--- config.mk ---
export PLATFORM = sky130hd
export DESIGN_NAME = dmm_front
export DESIGN_NICKNAME = d
export VERILOG_FILES = /design/src/hdl/dmm_pkg.sv /design/src/hdl/dmm_front.sv
export SDC_FILE = /design/constraint.sdc
export NUM_CORES = 1
export LEC_CHECK = 0
export ABC_AREA = 1
export BUFFER_PORTS_ARGS = -buffer_cell sky130_fd_sc_hd__clkbuf_2
export CAP_MARGIN = 40
export CORE_AREA = 2 2 92 76
export CTS_BUF_LIST = sky130_fd_sc_hd__clkbuf_2
export DETAILED_ROUTE_END_ITERATION = 10
export DIE_AREA = 0 0 94 78
export MAX_ROUTING_LAYER = met4
export PLACE_DENSITY = 0.64
export SETUP_SLACK_MARGIN = 0.5
export SLEW_MARGIN = 0
export SYNTH_ARGS = -nofsm -noshare
export SYNTH_HDL_FRONTEND = slang
export SYNTH_SLANG_ARGS = --single-unit
--- constraint.sdc ---
create_clock -name clk -period 11.21 [get_ports clk]
set_clock_uncertainty 0.1 [all_clocks]
set_input_delay 2.242 -clock clk [delete_from_list [all_inputs] [get_ports clk]]
set_output_delay 2.242 -clock clk [all_outputs]
set_load 0.05 [all_outputs]
--- src/hdl/dmm_pkg.sv ---
// Shared widths and types for the dense matrix multiply block.
`default_nettype none

package dmm_pkg;

  // Field widths fixed by the element and result formats
  localparam int DATA_W       = 32;
  localparam int PROD_W       = 64;
  localparam int SIZE_W       = 4;
  localparam int IDX_W        = 3;
  // Store address width wide enough for the largest supported matrix
  localparam int STORE_ADDR_W = 8;
  // Accumulator carries enough headroom for up to fifteen exact products
  localparam int ACC_W        = PROD_W + SIZE_W;

  // Effective matrix sizes, already clamped to the legal range
  typedef struct packed {
    logic [SIZE_W-1:0] rows;
    logic [SIZE_W-1:0] inner;
    logic [SIZE_W-1:0] cols;
  } sizes_t;

  // One classified element on its way from the front to the back
  typedef struct packed {
    logic                     is_b;
    logic                     last;
    logic [STORE_ADDR_W-1:0]  addr;
    logic signed [DATA_W-1:0] data;
  } cmd_t;

endpackage

`default_nettype wire

--- src/hdl/dmm_front.sv ---
// Front end: accepts elements, classifies them as A or B and tags the last one.
`default_nettype none

module dmm_front #(
  parameter int MAX_DIM = 8
) (
  input  wire logic                          clk,
  input  wire logic                          rst_n,
  input  wire dmm_pkg::sizes_t               sizes,
  input  wire logic                          restart,
  input  wire logic                          push,
  input  wire logic [dmm_pkg::DATA_W-1:0]    in_element_value,
  output logic                               full,
  output logic                               cmd_push,
  output dmm_pkg::cmd_t                      cmd,
  input  wire logic                          cmd_full
);
  import dmm_pkg::*;

  localparam int DEPTH = MAX_DIM * MAX_DIM;
  localparam int CNT_W = $clog2(2 * DEPTH);
  localparam int LEN_W = 2 * SIZE_W + 1;

  logic [CNT_W-1:0] cnt_r;
  logic [CNT_W-1:0] cnt_nxt;
  logic [LEN_W-1:0] cnt_ext;
  logic [LEN_W-1:0] a_len;
  logic [LEN_W-1:0] total;
  logic             is_b;
  logic             is_last;
  logic             accept;

  // Work out the load layout from the sizes
  assign a_len   = LEN_W'(sizes.rows) * LEN_W'(sizes.inner);
  assign total   = a_len + LEN_W'(sizes.inner) * LEN_W'(sizes.cols);
  assign cnt_ext = LEN_W'(cnt_r);

  // Classify the current beat
  assign is_b    = (cnt_ext >= a_len);
  assign is_last = (cnt_ext == total - LEN_W'(1));
  assign accept  = push && !cmd_full;

  assign full     = cmd_full;
  assign cmd_push = accept;

  always_comb begin
    cmd.is_b = is_b;
    cmd.last = is_last;
    cmd.addr = is_b ? STORE_ADDR_W'(cnt_ext - a_len) : STORE_ADDR_W'(cnt_ext);
    cmd.data = in_element_value;
  end

  // Advance the load count, wrap after the last element of B, clear it on a restart
  always_comb begin
    cnt_nxt = cnt_r;
    priority if (restart) begin
      cnt_nxt = '0;
    end else if (accept) begin
      cnt_nxt = is_last ? '0 : cnt_r + CNT_W'(1);
    end
  end

  always_ff @(posedge clk) begin
    if (!rst_n) begin
      cnt_r <= '0;
    end else begin
      cnt_r <= cnt_nxt;
    end
  end

endmodule

`default_nettype wire

==> results.json <==
{
  "ios": 93,
  "wl_met1_microns": 2380,
  "path_clk_slew_ns": 0.07,
  "cp.arrival_ns": 7.34,
  "dp_slack_ns": 1.49,
  "final_layout_size_suffix_gt1_share_pct": 14.1,
  "power_frac_seq_pct": 6.9,
  "core.rowCount": 26,
  "p_leak_nw": 1.50,
  "met2_length_microns": 2240,
  "hpwl_microns": 4310,
  "vias_per_cell": 4.62,
  "portBuffers": 28,
  "largest_register_ffs": 7,
  "nFillCells": 683,
  "combPwrFrac_pct": 88.1,
  "period_share_pct": 86.4,
  "ctsResizeCount": 0,
  "die_w_microns": 94,
  "internal_power_mw": 0.157,
  "clk_latency_ns": 0.23,
  "layout_min_cycle_time_ns": 9.68,
  "cap_violations": 0,
  "setup_viol_count_final": 0,
  "top_layer_used": "met4",
  "cts_sinks": 7,
  "hp-class": "reg -> reg",
  "cts_tree": "built",
  "cts_hold_buf": 0,
  "power_switching_mw": 0.211,
  "coreArea_sq_um": 6340,
  "clkPwrFrac_pct": 5.0,
  "postCtsSetupBuffers": 0,
  "syn_inst": 370,
  "setup-tns-final_ns": 0,
  "diodes": 0,
  "post_drt_wl_per_cell_microns": 10.8,
  "dr.pass1.iters": 4,
  "place_congestion": 0.869,
  "max_freq_mhz": 103,
  "drt_wl_total_microns": 4830,
  "drtIter0Drc": 81,
  "syn_nets": 472,
  "avgSynthCellArea_sq_um": 6.70,
  "path_class": "in -> out",
  "swShare_pct": 57.2,
  "yosysUniqueCellTypes": 32,
  "ys_seq_elements": 7,
  "ant_nets": 0,
  "dieArea_sq_um": 7330,
  "largestRegisters": "cnt_r x7",
  "finish.utilization_pct": 38.6,
  "path_max_fanout": 8,
  "grtUsageTotal_pct": 14.9,
  "timing.final.ws_setup_ns": 1.53,
  "grt_overflow": 0,
  "cp-start-kind": "primary input",
  "run_status": "finished clean",
  "synth_warnings": 0,
  "area_delta_synth_final_pct": -1.26,
  "worst_slew_margin_rel_pct": 75.3,
  "antenna_found_initial": 0,
  "first_global_vias": 2041,
  "cts_buffers": 3,
  "top_register": "cnt_r",
  "cts_buffer_depth": 2,
  "met3_length_microns": 201,
  "fp.dieH_microns": 78,
  "initial_core_util_pct": 39.1,
  "cts_max_level": 1,
  "grt_pass1_wl_microns": 8860,
  "seq_area_frac_synth_pct": 5.65,
  "worst_pin_slew_ns": 0.369,
  "rsz0062_at_grt": "no",
  "finalHoldViolCount": 0,
  "slew_violations": 0,
  "vias": 2055,
  "cts-root-buf": "clkbuf_2",
  "crit_required_ns": 8.87,
  "synth_area_sq_um": 2480,
  "grt_max_degree": 12,
  "irDropWorstVdd_mv": 0.0534,
  "nets": 464,
  "post-route-drc-count": 0,
  "worstSetupEndpointType": "output port",
  "pwr_density_cell_nw_per_um2": 150
}
## placed cells by master, fill, tap and decap left out, types with 4 or more instances in the layout
cell      count
o21ai_2       4
fa_1         18
nand2_2       4
ha_1         35
xor2_1        7
clkbuf_2     32
a21oi_1      12
xnor2_1       6
nor2_1       17
nand2_1      93
nand4_1       4
nand3_1      18
inv_1        83
dfxtp_1       7
## worst paths after layout
| check | slack (ns) | depth (start not counted) | from | to |
|---|---|---|---|---|
| worst min register to register | 0.48 | 2 | cnt_r[1]$_SDFFE_PP0P_ | cnt_r[1]$_SDFFE_PP0P_ |
| worst max register to register | 9.58 | 11 | cnt_r[2]$_SDFFE_PP0P_ | cnt_r[6]$_SDFFE_PP0P_ |
| worst min-delay path | 0.48 | 2 | cnt_r[1]$_SDFFE_PP0P_ | cnt_r[1]$_SDFFE_PP0P_ |
| worst max-delay path | 1.53 | 23 | sizes[6] | cmd[40] |
## final cells by class
type                            instances  area [sq um]  area share (%)
Inverter                               84           315            12.9
Multi-Input combinational cell        238          1730            70.6
Tap cell                               84           105            4.29
Clock buffer                            4          20.0           0.818
Timing Repair Buffer                   28           140            5.73
Sequential cell                         7           140            5.73
## worst max-delay path, stage by stage
cell      delay (ns)
clkbuf_2        0.18
nand2_1         0.11
fa_1            0.49
fa_1            0.55
inv_1           0.07
fa_1            0.53
inv_1           0.06
fa_1            0.48
inv_1           0.05
fa_1            0.46
fa_1            0.57
inv_1           0.06
fa_1            0.43
inv_1           0.10
nand3_1         0.09
nand2_1         0.08
nand2_1         0.06
nand3_1         0.07
nand2_1         0.05
nor2_1          0.15
nand3_1         0.12
inv_1           0.07
clkbuf_2        0.27
## cell usage after synthesis (all sizes together)
library cell,n,area (sq um)
nand2,97,374
inv,84,315
buf,37,282
ha,35,438
nand3,21,120
nor2,19,81.3
fa,18,360
a21oi,13,68.8
dfxtp,7,140
o21ai,7,50.0
xnor2,7,68.8
xor2,7,61.3
nand4,5,37.5
clkbuf,4,15.0
nor3,2,10.0
nor3b,2,20.0
a21o,1,7.51
a31oi,1,6.26
a41oi,1,8.76
o211ai,1,7.51
or2,1,6.26
## through the flow
step                cells  total power [mW]  cell area (sq um)  hold WS, ns
detailed placement    441             0.353               2430        0.476
finish                445             0.368               2450        0.478
global route          445             0.429               2450        0.518
floorplan             370             0.328               2480        0.426
global placement      441             0.345               2430        0.477
CTS                   445             0.374               2450        0.486
## kinds of logic (layout without fill, tap and decap cells)
kind of cell	after synthesis	in the layout	synth area share (%)
AO/OA/AOI/OAI	24	24	6.01
XOR/XNOR	14	14	5.25
adder cells (fa/ha/maj)	53	53	32.2
buffers and inverters	125	116	24.7
flip-flops	7	7	5.65
AND/OR/NAND/NOR	147	147	26.2
## power groups by stage
stage	combinational [mW]	sequential, mW	clock, mW
2_1_floorplan	0.302	0.0258	0
3_3_place_gp	0.319	0.0259	0
3_5_place_dp	0.327	0.0258	0
4_1_cts	0.329	0.0252	0.0197
5_1_grt	0.383	0.0253	0.0208
6_report	0.324	0.0252	0.0185
## metal layers
layer | GRT usage (%) | up-vias
met5 | - | -
met4 | 1.30 | 0
met3 | 1.75 | 2
met2 | 24.3 | 53
met1 | 20.7 | 927
li1 | - | 1073
Power figures use the tool's default switching activity.
