`src/hdl/dmm_pkg.sv`:
```
// Shared widths and types for the dense matrix multiply block.
`default_nettype none

package dmm_pkg;

  // Field widths fixed by the element and result formats
  localparam int DATA_W       = 32;
  localparam int PROD_W       = 64;
  localparam int SIZE_W       = 4;
  localparam int IDX_W        = 3;
  // Store address width wide enough for the largest supported matrix
  localparam int STORE_ADDR_W = 8;
  // Accumulator carries enough headroom for up to fifteen exact products
  localparam int ACC_W        = PROD_W + SIZE_W;

  // Effective matrix sizes, already clamped to the legal range
  typedef struct packed {
    logic [SIZE_W-1:0] rows;
    logic [SIZE_W-1:0] inner;
    logic [SIZE_W-1:0] cols;
  } sizes_t;

  // One classified element on its way from the front to the back
  typedef struct packed {
    logic                     is_b;
    logic                     last;
    logic [STORE_ADDR_W-1:0]  addr;
    logic signed [DATA_W-1:0] data;
  } cmd_t;

endpackage

`default_nettype wire

```
`src/hdl/dmm_cmd_fifo.sv`:
```
// Short queue of classified elements between the front end and the back end.
`default_nettype none

module dmm_cmd_fifo (
  input  wire logic          clk,
  input  wire logic          rst_n,
  input  wire logic          push,
  input  wire dmm_pkg::cmd_t wr_data,
  output logic               full,
  input  wire logic          pop,
  output dmm_pkg::cmd_t      rd_data,
  output logic               empty
);
  import dmm_pkg::*;

  localparam int FIFO_DEPTH = 4;
  localparam int PTR_W      = $clog2(FIFO_DEPTH);

  cmd_t             mem_r [FIFO_DEPTH];
  logic [PTR_W-1:0] wr_ptr_r;
  logic [PTR_W-1:0] rd_ptr_r;
  logic [PTR_W:0]   count_r;
  logic             do_push;
  logic             do_pop;

  assign full    = (count_r == (PTR_W + 1)'(FIFO_DEPTH));
  assign empty   = (count_r == '0);
  assign do_push = push && !full;
  assign do_pop  = pop && !empty;
  assign rd_data = mem_r[rd_ptr_r];

  // Store an incoming beat
  always_ff @(posedge clk) begin
    if (do_push) begin
      mem_r[wr_ptr_r] <= wr_data;
    end
  end

  // Advance pointers and occupancy
  always_ff @(posedge clk) begin
    if (!rst_n) begin
      wr_ptr_r <= '0;
      rd_ptr_r <= '0;
      count_r  <= '0;
    end else begin
      if (do_push) begin
        wr_ptr_r <= wr_ptr_r + PTR_W'(1);
      end
      if (do_pop) begin
        rd_ptr_r <= rd_ptr_r + PTR_W'(1);
      end
      unique case ({do_push, do_pop})
        2'b10:   count_r <= count_r + (PTR_W + 1)'(1);
        2'b01:   count_r <= count_r - (PTR_W + 1)'(1);
        default: count_r <= count_r;
      endcase
    end
  end

endmodule

`default_nettype wire

```
`config.mk`:
```
export PLATFORM = sky130hd
export DESIGN_NAME = dmm_cmd_fifo
export DESIGN_NICKNAME = d
export VERILOG_FILES = /design/src/hdl/dmm_pkg.sv /design/src/hdl/dmm_cmd_fifo.sv
export SDC_FILE = /design/constraint.sdc
export NUM_CORES = 1
export LEC_CHECK = 0
export BUFFER_PORTS_ARGS = -buffer_cell sky130_fd_sc_hd__buf_2
export CAP_MARGIN = 0
export CORE_MARGIN = 2
export CORE_UTILIZATION = 57
export CTS_CLUSTER_DIAMETER = 100
export DETAILED_ROUTE_END_ITERATION = 6
export PLACE_DENSITY_LB_ADDON = 0.08
export SKIP_LAST_GASP = 1
export SYNTH_ARGS = -nofsm -noshare
export SYNTH_HDL_FRONTEND = slang
export SYNTH_SLANG_ARGS = --single-unit
```
`constraint.sdc`:
```
create_clock -name clk -period 3 [get_ports clk]
set_clock_uncertainty 0.2 [all_clocks]
set_input_delay 0.15 -clock clk [delete_from_list [all_inputs] [get_ports clk]]
set_output_delay 0.15 -clock clk [all_outputs]
set_load 0.01 [all_outputs]
```
==> results of run 1 <==
power groups by stage:
stage / Combinational, mW / Sequential [mW] / Clock [mW]
after floorplan: 1.03 / 3.09 / 0
after global placement: 1.36 / 3.17 / 0
after detailed placement: 1.37 / 3.18 / 0
after CTS: 1.42 / 3.13 / 2.25
after global routing: 1.50 / 3.16 / 2.36
final: 1.40 / 3.12 / 2.21
final cells by class:
cell class,instances,share of cell area
Inverter,6,0.002725
Tap cell,143,0.02165
Multi-Input combinational cell,79,0.1493
Clock inverter,13,0.01953
Clock buffer,19,0.05359
Timing Repair Buffer,141,0.1205
Sequential cell,177,0.6328
kinds of logic after synthesis:
| family | share of synthesized area |
|---|---|
| xor gates and xnor gates | 0.002655 |
| DFF | 0.7917 |
| and+or+nand+nor | 0.01858 |
| muxes | 0.1464 |
| adders and majority gates | 0.01251 |
| buffers and inverters | 0.02218 |
| AOI/OAI and AO/OA | 0.006065 |
what timing repair did:
item / in CTS / in global routing
endpoints found under the hold margin: 177 / 0
hold buffers: 44 / 0
endpoints found under the setup margin: 0 / 0
worst min-delay path, stage by stage:
cell                      delay (ps)
sky130_fd_sc_hd__buf_2            90
sky130_fd_sc_hd__nor2b_1         200
sky130_fd_sc_hd__mux2i_1         140
final timing paths:
path,start,endpoint,cells after the start
hold reg to reg,rd_ptr_r[1]$_SDFFE_PN0P_,flip-flop,2
setup reg to reg,count_r[2]$_SDFFE_PN0P_,mem_r[3][17]$_DFFE_PP_,4
hold / removal,push,wr_ptr_r[1]$_SDFFE_PN0P_,3
setup / recovery,flip-flop,rd_data[20],3
routing by layer:
metal | up-vias | wire (um) | track usage
met1 | 1597 | 4932 | 0.2662
li1 | 1433 | - | -
met4 | 0 | 99 | 0.06996
met5 | - | 0 | 0
met2 | 82 | 5640 | 0.2955
met3 | 7 | 567 | 0.06641
metrics by stage:
stage,hold WS (ps),utilization,cell area [um^2],std cells
6_report,20.09,0.7270,8265,578
5_1_grt,29.00,0.7270,8265,578
4_1_cts,2.903,0.7270,8265,578
3_5_place_dp,166.8,0.6351,7221,502
3_3_place_gp,163.5,0.6351,7221,502
2_1_floorplan,48.87,-,6600,274
synthesized netlist by cell type:
cell                        number  area, um^2
sky130_fd_sc_hd__fa_1            1       20.02
sky130_fd_sc_hd__nand2_1         7       26.28
sky130_fd_sc_hd__xor2_1          1       8.760
sky130_fd_sc_hd__nor3b_2         1       12.51
sky130_fd_sc_hd__xnor2_1         1       8.760
sky130_fd_sc_hd__mux4_2         42       945.9
sky130_fd_sc_hd__clkbuf_1        2       7.510
sky130_fd_sc_hd__buf_2           5       25.02
sky130_fd_sc_hd__inv_2           1       3.750
sky130_fd_sc_hd__or3_1           2       12.51
sky130_fd_sc_hd__dfxtp_1         9       180.2
sky130_fd_sc_hd__ha_1            5       62.56
sky130_fd_sc_hd__buf_12          4       80.08
sky130_fd_sc_hd__o21ai_0         5       25.02
sky130_fd_sc_hd__buf_6           1       11.26
sky130_fd_sc_hd__nor2b_1         2       12.51
sky130_fd_sc_hd__nor3_2          1       10.01
sky130_fd_sc_hd__and2_1          6       37.54
sky130_fd_sc_hd__inv_1           5       18.77
sky130_fd_sc_hd__mux2i_1         2       20.02
sky130_fd_sc_hd__edfxtp_1      168        5045
sky130_fd_sc_hd__nand4bb_1       1       11.26
sky130_fd_sc_hd__a21boi_1        2       15.01
flip-flops by register name, indices dropped and copies added, names as in the netlist, named ones only:
name,flops
wr_ptr_r,2
mem_r,168
rd_ptr_r,2
count_r,3
==> results.md, run 1 <==
- The number of buffers added on ports is between 80 and 90.
- Counting both buffers and inverters, the worst setup path holds a total of 2.
- The critical path goes through buf_12, mux4_2, buf_2.
- At the worst endpoint, the arrival time is between 2000 and 2500 ps.
- The maximum frequency from static timing analysis is around 0.42 GHz.
- The TritonCTS sink count is approximately 180.
- The synthesized area is between 0.006 and 0.007 mm^2.
- The worst setup path is launched from a flip-flop.
- The minimum setup slack after placement is ~610 ps.
- The number of hold-slack violations in the final timing report is 0.
- The H-tree level count is 4.
- The HPWL after detailed placement is approximately 6500 um.
- The via count of the first global-routing pass was around 3300.
- The count of TritonRoute iterations in the first routing pass is 4.
- At the later pin of the worst-skew pair, clock insertion delay measures ~420 ps.
- The core area is ~0.011 mm^2.
- Post-CTS repair changed the size of 0 cells.
- The placement row count is 39.
- Setup repair after global routing left no endpoint under its margin.
- The count of boundary I/O pins is 90.
- Post-CTS timing repair inserted 0 buffers for setup.
- The flow ran to the end, and the final reports show no timing, DRC or antenna violations.
- The register-to-register setup slack is between 600 and 700 ps.
- Across the VDD grid, the largest voltage drop is 0.5469 mV.
- The TritonCTS buffer count is 17.
- In the final layout, the multi-input gates occupy between 0.001 and 0.0015 mm^2.
- The CTS tree is yes.
- The DRC violation count after routing is 0.
- The wire length of the first global-routing pass is 17640 um.
- In this run the tightest slew margin relative to its limit is 0.6474.
- The longest clock path from root to sink contains 2 buffers.
- The initial antenna violation count is 0.
- The area enclosed by the die boundary is 0.01246 mm^2.
- The total number of nets in the final design is ~470.
- The number of nets produced by synthesis is roughly 330.
- The library cell used most frequently in the layout, excluding fill and tap cells, is sky130_fd_sc_hd__edfxtp_1.
- The maximum cell stage delay along the critical path is 590 ps.
- The net switching power is 1.685 mW.
- The last weighted congestion value of the routability-driven placer is ~0.8.
- A synthesized cell averages 24.09 um^2.
- In the final layout, the share of cells above drive strength 1 is 0.4115.
- The initial core utilization is 0.5805.
- The remaining number of nets flagged by the antenna check after routing is 0.
- Counting flops and latches in the post-synthesis netlist gives approximately 180.
- The die is around 110 um wide.
- The die is 111.6 um tall.
- Summed over all failing endpoints, the final setup total negative slack is 0 ps.
- The clock transition at the register clock pins on the worst setup and hold paths after CTS is 60 ps.
- The cell at the slowest stage of the critical path is sky130_fd_sc_hd__dfxtp_4.
- The worst hold-check path type is input port to flip-flop.
- For the finished layout, the period the worst path requires is between 2000 and 2500 ps.
- The worst endpoint required time is approximately 2700 ps.
- The share of total power dissipated in sequential elements is 0.464.
- The wire length reported by the detailed router is 11240 um.
- The sequential standard cell area is 0.005230 mm^2.
- The total power of the final layout is just under 7 mW.
- The class of the most critical setup path is flip-flop to output port.
- Setup violations remaining at the end of the flow were counted as 0.
- The iteration-0 DRC count of the detailed router is roughly 150.
- The per-cell routed wire length is slightly below 20 um.
- The maximum net fanout on the critical path is 25.
- The routed layout has ~3100 vias.
- The number of maximum-capacitance violations is 0.
- Grouping stages by cell kind, the critical path spends the most delay in flip-flops.
- The number of slew-limit violations in the final report is 0.
- The number of inserted filler cells in the final layout is 693.
- The share of total power in combinational logic is 0.208.
- After detailed routing, the number of vias per cell comes to around 5.4.
- The switching fraction of total power is 0.2505.
- Of the synthesized area, sequential elements account for 0.7917.
- The post-synthesis to final-layout area growth is 25.23%.
- STA classifies the critical path endpoint as an output port.
- The post-layout worst setup margin is 606.3 ps.
- Entering global routing, the biggest net connects 43 pins.
- The number of distinct library cells after synthesis is 23.
- The global-route usage over all layers is 0.1936.
- The aggregate global routing overflow is 0.
- Of the total power, the clock network draws 0.328.
- In the layout the commonest cells are 168 x sky130_fd_sc_hd__edfxtp_1, 89 x sky130_fd_sc_hd__buf_2, 44 x sky130_fd_sc_hd__dlygate4sd3_1, 42 x sky130_fd_sc_hd__mux4_2, 17 x sky130_fd_sc_hd__clkbuf_16.
- At the pin with the least slew margin, the transition time is 527.8 ps.
- The areal power density over the cells is a little over 800 mW/mm^2.
- The number of warnings printed during yosys synthesis is 0.
- The gate count after technology mapping is about 270.
- The repair_antennas step left the layout with diodes totalling 0.
- The internal power of the cells is 5.041 mW.
- The tree is rooted in a sky130_fd_sc_hd__clkbuf_16.
- The analysis attributes to cell leakage a power of about 2.8 nW.
- The share of the cycle needed by the critical path after routing is 0.7979.
Power figures use the tool's default switching activity.
==> inputs of run 2 (changes only) <==
--- a/config.mk
+++ b/config.mk
@@ -5,6 +5,7 @@
 export SDC_FILE = /design/constraint.sdc
 export NUM_CORES = 1
 export LEC_CHECK = 0
+export ABC_AREA = 1
 export BUFFER_PORTS_ARGS = -buffer_cell sky130_fd_sc_hd__buf_2
 export CAP_MARGIN = 0
 export CORE_MARGIN = 2
==> constraint.sdc (replaced) <==
create_clock -name clk -period 2.25 [get_ports clk]
set_clock_uncertainty 0.2 [all_clocks]
set_input_delay 0.1125 -clock clk [delete_from_list [all_inputs] [get_ports clk]]
set_output_delay 0.1125 -clock clk [all_outputs]
set_load 0.01 [all_outputs]
==> results.md, run 2 <==
- Of all nets on the critical path, the largest fanout is between 40 and 50.
- The via count of the first global-routing pass is approximately 4300.
- The net count of the finished layout is 668.
- The highest layer touched by signal routing is met4.
- The count of boundary I/O pins is 90.
- Clock latency on the worst-skew pair, taken at its later pin, is 420 ps.
- The post-synthesis to final-layout area growth is 26.35%.
- The finished layout holds 771 standard cells, fillers aside.
- Entering global routing, the biggest net connects 85 pins.
- The cell sitting at the root of the clock tree is a sky130_fd_sc_hd__clkbuf_16.
- The library cell used most frequently in the layout, excluding fill and tap cells, is sky130_fd_sc_hd__edfxtp_1.
- Dividing total power by cell area gives a power density of around 1100 mW/mm^2.
- The number of distinct library cells after synthesis is 17.
- The number of slew-limit violations in the final report is 0.
- Once detailed placement completed, the half-perimeter wirelength came to roughly 7500 um.
- Data arrives at the worst endpoint at approximately 1800 ps.
- The total inserted antenna cells is 0.
- The share of cells above drive strength 1 is 0.2150.
- The share of cell area taken by muxes after synthesis is 0.
- The final layout contains routed wiring with a total length of roughly 13000 um.
- Setup repair after global routing left no endpoint under its margin.
- The number of nets produced by synthesis is 528.
- For the pin with the worst max-slew slack, the measured transition is between 400 and 500 ps.
- The total setup buffers inserted after CTS is 0.
- The gate count after technology mapping is about 480.
- The sum of negative setup slack is 0 ps.
- After clock tree synthesis, the clock-pin slew on the worst setup and hold paths is ~60 ps.
- The last weighted congestion value of the routability-driven placer is between 0.8 and 0.9.
- The total number of vias is approximately 4200.
- Of the total synthesized cell area, the portion taken by XOR and XNOR cells is 0.
- Global routing finished with a remaining overflow of 0.
- The overall die width is ~110 um.
- The area enclosed by the die boundary is about 0.013 mm^2.
- After detailed routing, the number of vias per cell comes to 5.445.
- The most used flip-flop cell after synthesis is sky130_fd_sc_hd__edfxtp_1.
- The worst path needs 2080 ps of the cycle, external delays included.
- The number of flip-flops in the largest register is approximately 170.
- The post-synthesis average cell area is roughly 14 um^2.
- For this run, the total global-route usage over all layers was measured as 0.2178.
- The worst-case IR drop observed on VDD is 0.7714 mV.
- The number of hold-slack violations in the final timing report came to 0.
- The adder-cell share of the synthesized area is 0.01232.
- In this run the static leakage power is between 3 and 4 nW.
- The largest total area in the synthesized netlist belongs to sky130_fd_sc_hd__edfxtp_1.
- The commonest cells after synthesis are 168 x sky130_fd_sc_hd__edfxtp_1, 94 x sky130_fd_sc_hd__nor2_1, 62 x sky130_fd_sc_hd__o21ai_0, 42 x sky130_fd_sc_hd__o22ai_1, 24 x sky130_fd_sc_hd__o21ai_1.
- In the layout the commonest cells are 168 x sky130_fd_sc_hd__edfxtp_1, 90 x sky130_fd_sc_hd__nor2_1, 89 x sky130_fd_sc_hd__buf_2, 62 x sky130_fd_sc_hd__o21ai_0, 45 x sky130_fd_sc_hd__dlygate4sd3_1.
- The flip-flop and latch count after synthesis is 177.
- Data on the critical path is required at its endpoint by roughly 1900 ps.
- The register-to-register setup slack is about 190 ps.
- The worst pin sits at a relative slew slack of 0.7040.
- The worst register-to-register path has a depth of 13.
- The share of Yosys cell area claimed by the top area cell type is 0.7529.
- Dividing the detail-routed wire length by the instance count gives 17.00 um.
- The hold path startpoint is wr_data[6].
- The vertical extent of the die is approximately 110 um.
- The reg-to-reg critical path startpoint is count_r[2]$_SDFFE_PN0P_.
- The share of synthesized flip-flops with an asynchronous set or reset is 0.
- The DRC violation count after routing is 0.
- For this configuration, the core starts out at a cell density of 0.5843.
- The H-tree was split into 4 levels.
- Based on the critical path, the design can be clocked at up to 0.4809 GHz.
- The first routing iteration left ~310 violations.
- In this run the deepest clock path goes through 2 buffers.
- During placement, the flow inserted port buffers numbering 89.
- The flow ran to the end, and the final reports show no timing, DRC or antenna violations.
- The share of the core filled with cells is 0.7382.
- The first global-routing pass estimated between 20000 and 25000 um of wire.
- The core area is roughly 0.011 mm^2.
- mem_r holds more flip-flops than any other register.
- The compound-cell area share of the yosys netlist is 0.1072.
- The synthesized design contains ~170 enable-type register cells.
- STA classifies the critical path startpoint as a flip-flop.
- The class of the most critical setup path is flip-flop to output port.
- For this design, the sink count on the clock tree is roughly 180.
- The endpoint identified for the worst register-to-register timing path is count_r[2]$_SDFFE_PN0P_.
- By area, the combinational part of the netlist is dominated by compound AO/OA/AOI/OAI gates.
- The total power of the final layout is 9.117 mW.
- The floorplan has 39 rows.
- The number of stages on the worst hold path is 2.
- Setup violations remaining at the end of the flow were counted as 0.
- The met1 wire length is around 5700 um.
- Summed over all nets, wire length on met2 after detailed routing comes to about 6600 um.
- The number of maximum-capacitance violations is 0.
- Dividing the final minimum period by the clock period gives 0.9242.
- Sorting the synthesized cells by area gives the leading types as sky130_fd_sc_hd__edfxtp_1 75%, sky130_fd_sc_hd__nor2_1 5.3%, sky130_fd_sc_hd__o21ai_0 4.6%, sky130_fd_sc_hd__o22ai_1 3.9%, sky130_fd_sc_hd__dfxtp_1 2.7%.
- During synthesis, Yosys emitted a total of 0 warnings.
- The worst hold-check path type is input port to flip-flop.
- The number of placed instances, taps included, is just under 700.
- Once placement finished, the instance area stood at 0.007413 mm^2.
- Summed over all nets, wire length on met3 after detailed routing comes to ~730 um.
- TritonCTS built the clock tree.
- For this run, the detailed router's first-pass iteration total came to 5.
- The worst hold path endpoint is mem_r[1][6]$_DFFE_PP_.
- The proportion of synthesized chip area in sequential cells is 0.7798.
- Once detail routing completed, the nets flagged for antenna violations numbered 0.
- The cell with the most instances after synthesis is sky130_fd_sc_hd__edfxtp_1.
- The worst setup path is captured at an output port.
- After synthesis the cells add up to 0.006700 mm^2.
- In the final layout, the registers with the most flip-flops are mem_r: 168 flops, count_r: 3 flops.
- The final standard cell area without fillers is around 0.0085 mm^2.
- The fraction of the mapped netlist area in simple logic gates is 0.06480.
- Buffers inserted during clock tree synthesis total 17.
- The initial antenna violation count is 0.
run 2: cell count changes after synthesis, sizes merged, moves of 9 or more:
cell    before  now
o21ai        5   86
mux4        42    0
inv          6   20
clkbuf       2   11
o22ai        0   42
nor2         0   94
run 2: cell type report:
class	count	area, um^2
timing repair buffer	147	1119
clock buffer	18	429.2
inverter	20	77.57
multi-input combinational	253	1265
tap	143	178.9
fill	738	3002
sequential	177	5228
clock inverter	13	168.9
run 2: how the worst max path moves through the flow:
stage,cells after the start,endpoint,from
2_1_floorplan,4,mem_r[0][0]$_DFFE_PP_,count_r[1]$_SDFFE_PN0P_
3_3_place_gp,12,count_r[2]$_SDFFE_PN0P_,count_r[1]$_SDFFE_PN0P_
3_5_place_dp,13,count_r[2]$_SDFFE_PN0P_,count_r[1]$_SDFFE_PN0P_
4_1_cts,5,rd_data[26],flip-flop
5_1_grt,12,count_r[2]$_SDFFE_PN0P_,count_r[1]$_SDFFE_PN0P_
6_report,4,rd_data[26],flip-flop
run 2: metrics by stage:
stage | worst slack (ps) | hold slack [ps]
6_report | 170.5 | 240.2
2_1_floorplan | -151.1 | 11.37
3_3_place_gp | 378.5 | 124.7
4_1_cts | 70.25 | 222.7
3_5_place_dp | 260.6 | 132.5
5_1_grt | 13.04 | 245.1
run 2: per-layer routing:
layer  track usage  up-vias
li1              -     2036
met1        0.2840     2016
met2        0.3586      137
met3       0.05022        9
met4       0.08943        0
met5             0        -
run 2: worst max-delay path: stages, from the launching register on:
cell and delay [ps]:
sky130_fd_sc_hd__dfxtp_1 320, sky130_fd_sc_hd__buf_4 400, sky130_fd_sc_hd__o21ai_0 170, sky130_fd_sc_hd__o22ai_1 270, sky130_fd_sc_hd__buf_2 190
run 2: cell families after synthesis:
kind of cell	count (synthesis)
AOI/OAI and AO/OA	133
adders and majority gates	6
buffers and inverters	46
DFF	177
and+or+nand+nor	114
run 2: timing repair:
item                                    CTS  global route
resized for setup                         0             3
endpoints found under the hold margin   177             0
hold buffers                             45             0
endpoints found under the setup margin    0             3
run 2: report_power, final:
part | switching (mW) | internal [mW]
combinational | 1.35 | 0.799
sequential | 0.0861 | 3.92
clock | 1.13 | 1.83
total | 2.57 | 6.55
==> inputs of run 3 (changes only) <==
--- a/config.mk
+++ b/config.mk
@@ -9,7 +9,8 @@
 export BUFFER_PORTS_ARGS = -buffer_cell sky130_fd_sc_hd__buf_2
 export CAP_MARGIN = 0
 export CORE_MARGIN = 2
-export CORE_UTILIZATION = 57
+export CORE_UTILIZATION = 59
+export CTS_BUF_LIST = sky130_fd_sc_hd__clkbuf_2
 export CTS_CLUSTER_DIAMETER = 100
 export DETAILED_ROUTE_END_ITERATION = 6
 export PLACE_DENSITY_LB_ADDON = 0.08
==> results.md, run 3 (synthesis results as in run 2) <==
- Counting I/O delays and the setup requirement, the final critical path takes roughly 2200 ps.
- The flow ran to the end, and the final reports show no timing, DRC or antenna violations.
- After the last flow step, the layout net total stands at approximately 730.
- The clock transition at the register clock pins on the worst setup and hold paths after CTS is about 200 ps.
- The number of flip-flops in the largest register is between 150 and 200.
- Wires add up to 14700 um.
- At the worst endpoint, the required time is about 1900 ps.
- The worst hold-check path type is input port to flip-flop.
- The maximum frequency from static timing analysis is roughly 0.45 GHz.
- The first global-routing pass estimated 22050 um of wire.
- The leakage power of the design is around 3.2 nW.
- The clock passes through at most 2 buffers.
- The final cell count without fillers is 824.
- Of the available clock period, the critical path in the final layout requires 0.9849.
- For this configuration, the core starts out at a cell density of 0.6100.
- The nature of the critical path startpoint is a flip-flop.
- Along the worst path, the maximum fanout reaches 19.
- In the final layout, the share of cells above drive strength 1 is 0.2281.
- The HPWL after detailed placement is about 7300 um.
- The placement row count is 38.
- Once placement completed, the tool counted placed cells totaling between 600 and 700.
- The clock tree synthesis step divided the H-tree into 4 levels.
- Counting both buffers and inverters, the worst setup path holds a total of 3.
- The total inserted antenna cells is 0.
- After detailed routing, the number of remaining DRC violations is 0.
- The critical path is of the flip-flop to output port type.
- The family of cells with the greatest summed delay on the critical path is buffers and inverters.
- Compared with the post-synthesis result, the final layout area differs by 29.99%.
- OpenSTA, run right after detailed placement, puts the worst setup slack at 303.9 ps.
- The last weighted congestion value of the routability-driven placer is between 0.7 and 0.8.
- The pin slew with the least headroom to its limit is 476.4 ps.
- The sequential standard cell area is 0.005231 mm^2.
- The areal power density over the cells is ~910 mW/mm^2.
- The via count of the first global-routing pass is around 4500.
- The data arrival time at the worst-slack endpoint is 1900 ps.
- For this run, the slowest stage of the critical path takes approximately 440 ps.
- The number of hold-slack violations in the final timing report came to 0.
- Leaving out fill and tap cells, the most frequent cells in the layout are 168 x sky130_fd_sc_hd__edfxtp_1, 90 x sky130_fd_sc_hd__nor2_1, 90 x sky130_fd_sc_hd__dlygate4sd3_1, 89 x sky130_fd_sc_hd__buf_2, 49 x sky130_fd_sc_hd__o21ai_0.
- Once detail routing completed, the nets flagged for antenna violations numbered 0.
- The number of slew-limit violations in the final report was 0.
- Setup repair after global routing could not meet its margin everywhere.
- The worst path meets setup with approximately 34 ps of slack.
- The library cell used most frequently in the layout, excluding fill and tap cells, is sky130_fd_sc_hd__edfxtp_1.
- In this run the count of I/O pins placed on the die edge is 90.
- In this run the tool buffered the top-level ports with slightly below 90 buffer cells.
- In the final layout, the registers with the most flip-flops are mem_r: 168 flops, count_r: 3 flops.
- The floorplan step set the die height to about 110 um.
- Counting the buffers created by CTS gives 17.
- The CTS tree is yes.
- The TritonCTS sink count is about 180.
- The floorplan step set the die width to 110.6 um.
- Fill cells in the final layout number 633.
- The detailed router finished its first iteration with between 300 and 400 violations.
- The register with the most flip-flops in the final layout is mem_r.
- The initial antenna violation count is 0.
- The tool flagged a number of max-cap violations equal to 0.
- For this run, the total global-route usage over all layers was measured as 0.2330.
- In the routed layout, each cell is associated on average with a via count of between 5 and 6.
- Setup violations remaining at the end of the flow were counted as 0.
- The final route contains ~4600 vias.
- The tree is rooted in a sky130_fd_sc_hd__clkbuf_2.
- The endpoint class of the critical path is an output port.
- The core area is 0.01098 mm^2.
- The clock reaches the later pin of the worst-skew pair after approximately 710 ps.
- The signal on the critical path passes through inv_6, buf_12, nor2_1, o22ai_1, buf_2.
- The worst slew margin relative to its limit is 0.6824.
- The multi-input logic area is ~0.0013 mm^2.
- For this run, the detailed router's first-pass iteration total came to 6.
- The aggregate global routing overflow is 0.
- Across the VDD grid, the largest voltage drop is 0.5017 mV.
- The die covers ~0.012 mm^2.
- The per-cell routed wire length is ~18 um.
- Entering global routing, the biggest net connects between 40 and 50 pins.
- The largest individual stage delay along the critical path comes from the cell sky130_fd_sc_hd__dfxtp_4.
==> run 3: cell types whose count changed in the layout (fill, tap and decap cells not counted), sizes merged <==
cell         previous run  this run
bufinv                  4         1
dlygate4sd3            45        90
clkinvlp                2         1
buf                   102       110
clkbuf                 18        25
==> run 3: final cells by class <==
type / instances / share of cell area
flip-flops and latches: 177 / 0.6006
repair buffers: 204 / 0.2020
multi-input cells: 253 / 0.1481
well taps: 140 / 0.02011
clock buffers: 21 / 0.01207
inverters: 20 / 0.009194
clock inverters: 9 / 0.007901
==> run 3: tightest hold or removal path, stage by stage <==
cell,delay (ps)
sky130_fd_sc_hd__dlygate4sd3_1,540
sky130_fd_sc_hd__buf_2,130
sky130_fd_sc_hd__nand2_1,90
sky130_fd_sc_hd__ha_1,180
sky130_fd_sc_hd__a21oi_1,70
==> run 3: stage by stage <==
stage               power, mW  TNS (ps)  hold slack (ps)    util  cell area (um^2)
finish                  7.893         0            228.6  0.7930              8710
global route            8.281     -1674            183.8  0.7930              8710
CTS                     7.602    -430.4            109.2  0.7735              8496
detailed placement      6.108         0            128.9  0.6712              7372
global placement        6.061         0            121.8  0.6712              7372
floorplan               5.367    -25380            11.37       -              6710
==> run 3: final timing paths <==
path / startpoint / depth (start not counted) / slack, ps / end
worst max register to register: count_r[2]$_SDFFE_PN0P_ / 13 / 250 / count_r[2]$_SDFFE_PN0P_
worst min-delay path: push / 5 / 230 / count_r[0]$_SDFFE_PN0P_
worst max-delay path: flip-flop / 5 / 30 / rd_data[38]
worst min register to register: rd_ptr_r[1]$_SDFFE_PN0P_ / 2 / 350 / flip-flop
==> run 3: power breakdown <==
group | switching, mW | total, mW | internal [mW]
Sequential | 0.105 | 4.02 | 3.92
Clock | 0.949 | 1.33 | 0.385
Combinational | 1.48 | 2.54 | 1.06
Total | 2.53 | 7.89 | 5.36
==> run 3: timing repair <==
action                                  CTS  global route
pin swaps                                 0             2
endpoints found under the hold margin   345             0
hold buffers                             90             0
resized for setup                        12            34
cloned                                    0             6
setup buffers                             0             1
endpoints found under the setup margin   42            41
==> run 3: per-layer routing <==
| metal | up-vias | routed length [um] | GRT usage |
|---|---|---|---|
| met5 | - | 0 | 0 |
| met2 | 167 | 7443 | 0.4045 |
| met1 | 2267 | 6151 | 0.2816 |
| li1 | 2155 | - | - |
| met4 | 0 | 357 | 0.1017 |
| met3 | 36 | 750 | 0.05159 |
